$ cat config.mk
export PLATFORM = sky130hd
export DESIGN_NAME = tsc_core
export DESIGN_NICKNAME = d
export VERILOG_FILES = /design/src/tsc_pkg.sv /design/src/tsc_core.sv
export SDC_FILE = /design/constraint.sdc
export NUM_CORES = 1
export LEC_CHECK = 0
export ABC_CLOCK_PERIOD_IN_PS = 1790
export BUFFER_PORTS_ARGS = -buffer_cell sky130_fd_sc_hd__buf_4
export CAP_MARGIN = 0
export CORE_AREA = 3 3 43 45
export DETAILED_ROUTE_END_ITERATION = 10
export DIE_AREA = 0 0 46 48
export PLACE_DENSITY = 0.83
export SETUP_SLACK_MARGIN = 0.1
export SYNTH_ARGS = -nofsm -noshare
export SYNTH_HDL_FRONTEND = slang
export SYNTH_SLANG_ARGS = --single-unit
$ cat constraint.sdc
create_clock -name vclk -period 1.79
set_input_delay 0.179 -clock vclk [all_inputs]
set_output_delay 0.179 -clock vclk [all_outputs]
set_load 0.005 [all_outputs]
$ cat src/tsc_pkg.sv
// Shared types, character codes and status codes of the token spelling checker.
`timescale 1ns / 1ps

package tsc_pkg;

   // Token kinds as they arrive with the first character.
   localparam logic [1:0] KIND_NUMBER  = 2'd0;
   localparam logic [1:0] KIND_WORD    = 2'd1;
   localparam logic [1:0] KIND_SIGN    = 2'd2;
   localparam logic [1:0] KIND_UNKNOWN = 2'd3;

   // Characters with a rule of their own.
   localparam logic [7:0] CH_UNDERSCORE = 8'h5F;
   localparam logic [7:0] CH_POINT      = 8'h2E;
   localparam logic [7:0] CH_ZERO       = 8'h30;

   // Status codes of a finished token.
   localparam logic [3:0] ST_OK           = 4'd0;
   localparam logic [3:0] ST_SIGN_LENGTH  = 4'd1;
   localparam logic [3:0] ST_SIGN_SYMBOL  = 4'd2;
   localparam logic [3:0] ST_EMPTY        = 4'd3;
   localparam logic [3:0] ST_WORD_START   = 4'd4;
   localparam logic [3:0] ST_WORD_SYMBOL  = 4'd5;
   localparam logic [3:0] ST_EDGE_POINT   = 4'd6;
   localparam logic [3:0] ST_LEADING_ZERO = 4'd7;
   localparam logic [3:0] ST_NUM_SYMBOL   = 4'd8;
   localparam logic [3:0] ST_POINTS       = 4'd9;

   // One request word as held in the input register.
   typedef struct packed {
      logic [1:0] token_kind;
      logic [7:0] char_code;
      logic       last_char;
      logic       empty_token;
   } req_word_type;

   // State carried from one character of a token to the next.
   typedef struct packed {
      logic [1:0] char_position;
      logic [1:0] kind_held;
      logic       first_was_point;
      logic       first_was_zero;
      logic       leading_zero_fault;
      logic       point_seen;
      logic [3:0] earliest_fault;
   } token_state_type;

   localparam token_state_type TOKEN_STATE_CLEAR = '0;

endpackage

$ cat src/tsc_core.sv
// Per-character classification, token state update and status decision.
`timescale 1ns / 1ps

module tsc_core (
   input  tsc_pkg::req_word_type    word,
   input  tsc_pkg::token_state_type state,
   output tsc_pkg::token_state_type state_in,
   output logic                     has_result,
   output logic [3:0]               status
);
   import tsc_pkg::*;

   logic       is_point;
   logic       is_zero;
   logic       is_digit;
   logic       is_alpha;
   logic       is_word_part;
   logic       first_pos;
   logic [1:0] kind;
   logic       fwp;
   logic       fwz;
   logic       lz;
   logic       ps;
   logic [3:0] fault;
   logic [3:0] last_status;
   token_state_type upd;

   // Character classes; bytes at or above 128 fall in no class.
   always_comb begin
      is_point     = (word.char_code == CH_POINT);
      is_zero      = (word.char_code == CH_ZERO);
      is_digit     = (word.char_code >= 8'h30) && (word.char_code <= 8'h39);
      is_alpha     = ((word.char_code >= 8'h41) && (word.char_code <= 8'h5A)) ||
                     ((word.char_code >= 8'h61) && (word.char_code <= 8'h7A));
      is_word_part = is_alpha || (word.char_code == CH_UNDERSCORE);
   end

   // Values that the first character fixes for the whole token.
   always_comb begin
      first_pos = (state.char_position == 2'd0);
      kind      = first_pos ? word.token_kind : state.kind_held;
      fwp       = first_pos ? is_point : state.first_was_point;
      fwz       = first_pos ? is_zero  : state.first_was_zero;
      lz        = state.leading_zero_fault |
                  ((state.char_position == 2'd1) && fwz && !is_point);
   end

   // Earliest fault inside the token, by kind.
   always_comb begin
      fault = state.earliest_fault;
      ps    = state.point_seen;
      unique case (kind)
         KIND_NUMBER: begin
            if (fault == ST_OK) begin
               if (!is_digit && !is_point) begin
                  fault = ST_NUM_SYMBOL;
               end else if (is_point && ps) begin
                  fault = ST_POINTS;
               end
            end
            if (is_point) begin
               ps = 1'b1;
            end
         end
         KIND_WORD: begin
            if (first_pos) begin
               if (!is_word_part) begin
                  fault = ST_WORD_START;
               end
            end else if (fault == ST_OK && !(is_digit || is_word_part)) begin
               fault = ST_WORD_SYMBOL;
            end
         end
         KIND_SIGN: begin
            if (first_pos && (is_digit || is_word_part || is_point)) begin
               fault = ST_SIGN_SYMBOL;
            end
         end
         default: begin
         end
      endcase
   end

   // Status at the last character of a token.
   always_comb begin
      unique case (kind)
         KIND_NUMBER: begin
            if (fwp || is_point) begin
               last_status = ST_EDGE_POINT;
            end else if (lz) begin
               last_status = ST_LEADING_ZERO;
            end else begin
               last_status = fault;
            end
         end
         KIND_WORD: last_status = fault;
         KIND_SIGN: last_status = first_pos ? fault : ST_SIGN_LENGTH;
         default:   last_status = ST_EMPTY;
      endcase
   end

   // Next token state; an empty token or a last character closes the token.
   always_comb begin
      upd.char_position      = (state.char_position == 2'd2) ? 2'd2 :
                               state.char_position + 2'd1;
      upd.kind_held          = kind;
      upd.first_was_point    = fwp;
      upd.first_was_zero     = fwz;
      upd.leading_zero_fault = lz;
      upd.point_seen         = ps;
      upd.earliest_fault     = fault;

      has_result = word.empty_token || word.last_char;
      if (word.empty_token) begin
         status = (word.token_kind == KIND_SIGN) ? ST_SIGN_LENGTH : ST_EMPTY;
      end else begin
         status = last_status;
      end
      state_in = has_result ? TOKEN_STATE_CLEAR : upd;
   end

endmodule

=== Word-level counts from Yosys, hierarchy flattened ===
Index checks and enable logic that the tools add are counted.

* Output and inout port bits: 17
* Logic and storage cells: 58
* Register bits after elaboration: 0

* $lt $le $gt $ge: 6
* Add/subtract/negate cells: 1
* Reduce and logical (&&, ||, !) cells: 21
* Muxes and demuxes: 21
* Bitwise gates (word level): 1
* Equal/unequal tests: 8

{| class="wikitable"
|+ Operators by type and width
! cell !! count
|-
| $mux W4 || 11
|-
| $pmux W4 S3 || 2
|-
| $eq A8 B6 Y1 const B || 2
|-
| $ge A8 B7 Y1 const B || 2
|-
| $le A8 B7 Y1 const B || 2
|-
| $mux W12 || 1
|-
| $logic_and A1 B1 Y1 || 9
|-
| $eq A8 B7 Y1 const B || 1
|-
| $ge A8 B6 Y1 const B || 1
|-
| $le A8 B6 Y1 const B || 1
|-
| $eq A2 B2 Y1 const B || 3
|-
| $logic_or A1 B1 Y1 || 6
|-
| $mux W2 || 3
|-
| $eq A2 B1 Y1 const B || 2
|-
| $logic_not A2 Y1 || 2
|-
| $logic_not A4 Y1 || 1
|-
| $mux W1 || 4
|-
| $logic_not A1 Y1 || 3
|-
| $add A2 B1 Y2 const B || 1
|-
| $or A1 B1 Y1 || 1
|}

=== Depth between registers and ports, before layout ===
Gate-level depths: netlist of the first run.

* Depth in word-level cells: 14
* Mapped depth: 8
* Mapped depth without buffers: 8

=== Least setup slack after synthesis of the first run ===
OpenSTA, ideal clock, no wires.

* Path type: input port to output port
* From: input state[10] (netlist name)
* To: output status[0]
* Data arrival time: 1.644 ns
* Cell stages on the path: 6
* Buffers on the path: 1
* Path slack: -0.033 ns
* Cells stage by stage: inv_1 > ha_1 > buf_2 > o32a_1 > o32a_1 > or3_1

* Longest elaborated chain between the ends: 9
* Elaborated cells between the ends (all ways): 21
* Classes of those cells: 3 x eq/ne; 11 x mux; 1 x bitwise; 6 x reduce/logical

{| class="wikitable"
|+ Ends and longest elaborated chain
! element !! RTL line !! source
|-
| start, declared || tsc_core.sv:6 || <nowiki>input tsc_pkg::token_state_type state,</nowiki>
|-
| branches (longest 7 deep; another with $pmux W4 S3) || n/a ||
|-
| $pmux W4 S3 (*) || tsc_core.sv:86 || <nowiki>unique case (kind)</nowiki>
|-
| $mux W4 (*) || tsc_core.sv:114 || <nowiki>if (word.empty_token) begin</nowiki>
|-
| end, declared || tsc_core.sv:9 || <nowiki>output logic [3:0] status</nowiki>
|}

Every way passes the cells marked *.

=== Worst setup path in the final report of the first run ===
* From: input state[11] (netlist name)
* To: output status[0]

The elaborated chain is that of the path after synthesis.

==> flow_metrics.tcl, run 1 <==
set metrics [dict create \
    synth_top_area_frac 0.0928 \
    fin_crit_sh 1.11 \
    setup-violations-final 7 \
    worst_slack_ns -0.189 \
    required_ns 1.61 \
    grt_max_degree 14 \
    cpMaxStageDelayCell "or3_1" \
    cap_viol_max_count 0 \
    p_total_uw 333 \
    finalCriticalPeriod_ns 1.98 \
    critical_path.top_delay_family "compound AO/OA/AOI/OAI gates" \
    ys_seq_area_frac 0 \
    vias 1165 \
    path_buf_inv 4 \
    wl_per_cell_um 21.4 \
    violations "negative setup slack" \
    gp_congestion 0.807 \
    dieArea_um2 2210 \
    synth_area_leaders "nor2_1 (9.3%), ha_1 (6.2%), a21oi_1 (5.8%)" \
    synthTopCellsByCount "nor2_1 (15), a21oi_1 (7), inv_1 (7), nand2_1 (5), nand2b_1 (5)" \
    n_antenna_cell 0 \
    synthCells 93 \
    pre_cts_ws_ns -0.130 \
    critical_path_arrival_ns 1.80 \
    sw_frac_of_total 0.464 \
    critPathMaxFanout 6 \
    tightest_slew_ns 0.346 \
    cpPeakStageDelay_ns 0.35 \
    layout.nets 195 \
    p_int_uw 178 \
    io_pins 41 \
    pwr-share-comb 1.000 \
    synth.most_common_cell "nor2_1" \
    drt_wl_total_mm 3.89 \
    fmax_mhz 505 \
    fillers 52 \
    synth_top_area_cell "nor2_1" \
    floorplan.initialDensity 0.403 \
    grt_usage 0.271 \
    hp-class "in -> out" \
    worstSetupPathType "in -> out" \
    p_seq_frac 0 \
    outcome "finished, violations left" \
    syn-num-nets 120 \
    nFlopsAndLatches 0 \
    maxSlewHeadroom 0.767 \
    slew_viol_final 0 \
    p_clk_frac 0 \
    drc 0 \
    seqCellArea_um2 0 \
    fp.dieH_um 48 \
    vias_per_cell 6.40 \
    start_kind "input port" \
    p_switching_uw 154 \
    grt_pass1_vias 1049 \
    end_kind "primary output" \
    clock_buffers 0 \
    chipWidth_um 46 \
    ys_warn_count 0 \
    row_count 14 \
    overflow 0 \
    drt_pass1_iterations 4 \
    rsz0062_at_grt "yes" \
    final_core_util 0.934 \
    coreArea_um2 1510 \
    antenna_found_initial 0 \
    p_leak_nw 0.627 \
    drt_iter0_drc 38 \
    hold_viol 0 \
    grt_first_pass_wirelength_mm 4.52 \
    crit_chain "buf_8 > inv_12 > ha_4 > nand2b_1 > o32a_1 > buf_4 > o22ai_2 > o32a_1 > or3_1 > buf_4" \
    io_buffers 41 \
    syn_area_um2 607 \
    ant_nets 0 \
    max-vdd-ir-drop_v 0.000164 \
    syn2layout_area_growth_pct 132 \
    final_layout_size_suffix_gt1_frac 0.657 \
    synth_cell_types 39 \
    synth.avg_cell_area_um2 6.53 \
    powerDensity_nw_per_um2 237 \
    place_hpwl_mm 1.96 \
]
-- through the flow --
step / instance area [um2] / hold slack, ns / cells / setup TNS [ns]
2_1_floorplan: 646 / 0.437 / 93 / 0
3_3_place_gp: 1140 / 0.675 / 174 / -0.210
3_5_place_dp: 1140 / 0.684 / 174 / -0.409
4_1_cts: 1330 / 0.687 / 177 / -0.0468
5_1_grt: 1410 / 0.699 / 182 / -1.02
6_report: 1410 / 0.688 / 182 / -0.720
-- routing by layer --
metal	GRT usage	wire length, um	vias to the layer above
met2	0.547	1990	86
met4	0.0625	248	0
met3	0.0226	276	34
met5	0	0	-
li1	-	-	500
met1	0.300	1380	545
-- cell usage in the layout, fill, tap and decap left out, drive strengths merged, types with 2 or more instances in the layout --
cell	instances
o32a	2
nor3b	2
nand2b	5
nor2	15
inv	7
and2	2
nand4	2
nor2b	3
nand4b	2
nand2	5
a211oi	2
nor4	4
a31oi	4
or3	3
buf	77
ha	3
o21ai	5
a21oi	7
-- repair_timing --
item / CTS / global route
endpoints found under the setup margin: 8 / 8
pin swaps: 25 / 13
hold buffers: 0 / 0
buffers inserted: 3 / 5
resized for setup: 36 / 9
cloned: 0 / 0
-- cell type report --
class / instances / area [um2] / area share
Inverter: 7 / 43.8 / 0.0311
Tap cell: 16 / 20.0 / 0.0142
Timing Repair Buffer: 77 / 631 / 0.448
Multi-Input combinational cell: 82 / 712 / 0.506
-- power groups by stage --
stage / Clock [mW] / Combinational (mW) / Sequential (mW)
4_1_cts: 0 / 0.287 / 0
6_report: 0 / 0.333 / 0
5_1_grt: 0 / 0.348 / 0
3_5_place_dp: 0 / 0.243 / 0
2_1_floorplan: 0 / 0.0999 / 0
3_3_place_gp: 0 / 0.237 / 0
-- worst paths after layout --
check | from | end | cells past startpoint
max | state[11] | status[0] | 10
min | word[0] | status[2] | 3
-- worst min-delay path, stage by stage --
cell and delay (ns):
buf_4 0.11, o32ai_2 0.09, buf_4 0.13
-- cell families (layout without fill, tap and decap cells) --
group / after synthesis / after routing / share of synthesized area
AOI/OAI and AO/OA: 29 / 29 / 0.348
adders and majority gates: 3 / 3 / 0.0619
buffers and inverters: 11 / 84 / 0.109
muxes: 1 / 1 / 0.0165
and+or+nand+nor: 49 / 49 / 0.464
Power figures use the tool's default switching activity.
==> inputs of run 2 (changes only) <==
Settings changed: CAP_MARGIN 0 to 20, REMOVE_ABC_BUFFERS set to 1.
==> flow_metrics.tcl, run 2 (synthesis results as in run 1) <==
set metrics [dict create \
    outcome "finished, violations left" \
    violations "negative setup slack" \
    chipWidth_um 46 \
    antenna_found_initial 0 \
    coreArea_um2 1510 \
    grt_usage 0.278 \
    gp_congestion 0.895 \
    vias_per_cell 6.45 \
    final_layout_size_suffix_gt1_frac 0.644 \
    grt_max_degree 14 \
    hold_depth 3 \
    io_buffers 41 \
    fp.dieH_um 48 \
    tightest_slew_ns 0.425 \
    drc 0 \
    slew_viol_final 0 \
    critical_path_arrival_ns 1.75 \
    required_ns 1.61 \
    cap_viol_max_count 0 \
    max-vdd-ir-drop_v 0.000148 \
    row_count 14 \
    fmax_mhz 518 \
    floorplan.initialDensity 0.403 \
    ant_nets 0 \
    worstSetupPathType "in -> out" \
    p_leak_nw 0.594 \
    worst_slack_ns -0.141 \
    end_kind "primary output" \
    finalCriticalPeriod_ns 1.93 \
    syn2layout_area_growth_pct 118 \
    pre_cts_ws_ns -0.366 \
    hp-class "in -> out" \
    start_kind "input port" \
    drt_pass1_iterations 4 \
    hold_end "status[2]" \
    dieArea_um2 2210 \
    wl_per_cell_um 20.2 \
    layout.nets 189 \
    clock_buffers 0 \
    drt_iter0_drc 50 \
    critPathMaxFanout 8 \
    place_hpwl_mm 2.07 \
    drt_wl_total_mm 3.56 \
    dpl_cell_area_um2 1070 \
    vias 1135 \
    hold_start "word[0]" \
    rsz0062_at_grt "yes" \
    grt_pass1_vias 1054 \
    setup-violations-final 6 \
    final_cell_mix "buf_4 (62), nor2_1 (13), buf_6 (7)" \
    io_pins 41 \
    mostFrequentLayoutCell "buf_4" \
    maxSlewHeadroom 0.714 \
    powerDensity_nw_per_um2 235 \
    stdcell_area_um2 1320 \
    hold_viol 0 \
    overflow 0 \
    n_antenna_cell 0 \
    cts_hold_repair.buffers 0 \
    seqCellArea_um2 0 \
    fin_crit_sh 1.08 \
    grt_first_pass_wirelength_mm 4.68 \
    nFlopsAndLatches 0 \
]
-- run 2: cell types whose count changed in the layout (fill, tap and decap cells not counted), sizes merged --
| cell | previous run | this run |
|---|---|---|
| buf | 77 | 71 |
-- run 2: worst max path at each step --
stage	from	to	slack (ns)
global placement	state[10]	status[0]	-0.21
finish	state[11]	status[0]	-0.14
global route	state[11]	status[0]	-0.19
CTS	word[9]	status[0]	-0.1
detailed placement	state[10]	status[0]	-0.37
floorplan	state[11]	status[0]	-0.02
-- run 2: timing repair --
| action | 4_1_cts | 5_1_grt |
|---|---|---|
| hold endpoints to repair | 0 | 0 |
| setup buffers | 7 | 0 |
| gates resized for setup | 29 | 18 |
| pin swaps | 17 | 14 |
| setup endpoints to repair | 10 | 9 |
-- run 2: cell type report --
class | instances | area (um2)
Multi-Input combinational cell | 82 | 694
Timing Repair Buffer | 71 | 574
Fill cell | 80 | 186
Inverter | 7 | 31.3
Tap cell | 16 | 20.0
-- run 2: worst max-delay path, stage by stage --
cell and delay, ns:
buf_6 0.10, inv_4 0.06, ha_4 0.19, nand2b_1 0.10
o32a_1 0.26, o32a_1 0.36, or3_4 0.39, buf_6 0.12
-- run 2: power by group --
part / switching [mW] / internal (mW)
clock network: 0 / 0
registers: 0 / 0
logic: 0.145 / 0.166
-- run 2: layer usage --
| metal | up-vias | GRT usage | share of wire |
|---|---|---|---|
| li1 | 488 | - | - |
| met1 | 540 | 0.313 | 0.35 |
| met2 | 88 | 0.577 | 0.53 |
| met3 | 19 | 0.0113 | 0.075 |
| met4 | 0 | 0.0341 | 0.037 |
| met5 | - | 0 | 0 |
-- run 2: through the flow --
stage | setup TNS (ns) | total power, mW | util | std cells | hold slack (ns)
after global placement | -0.909 | 0.220 | 0.713 | 170 | 0.677
final | -0.394 | 0.311 | 0.876 | 176 | 0.698
after global routing | -0.773 | 0.326 | 0.876 | 176 | 0.709
after detailed placement | -1.79 | 0.229 | 0.713 | 170 | 0.685
after CTS | -0.130 | 0.272 | 0.818 | 176 | 0.688
after floorplan | -0.0241 | 0.0867 | - | 89 | 0.437
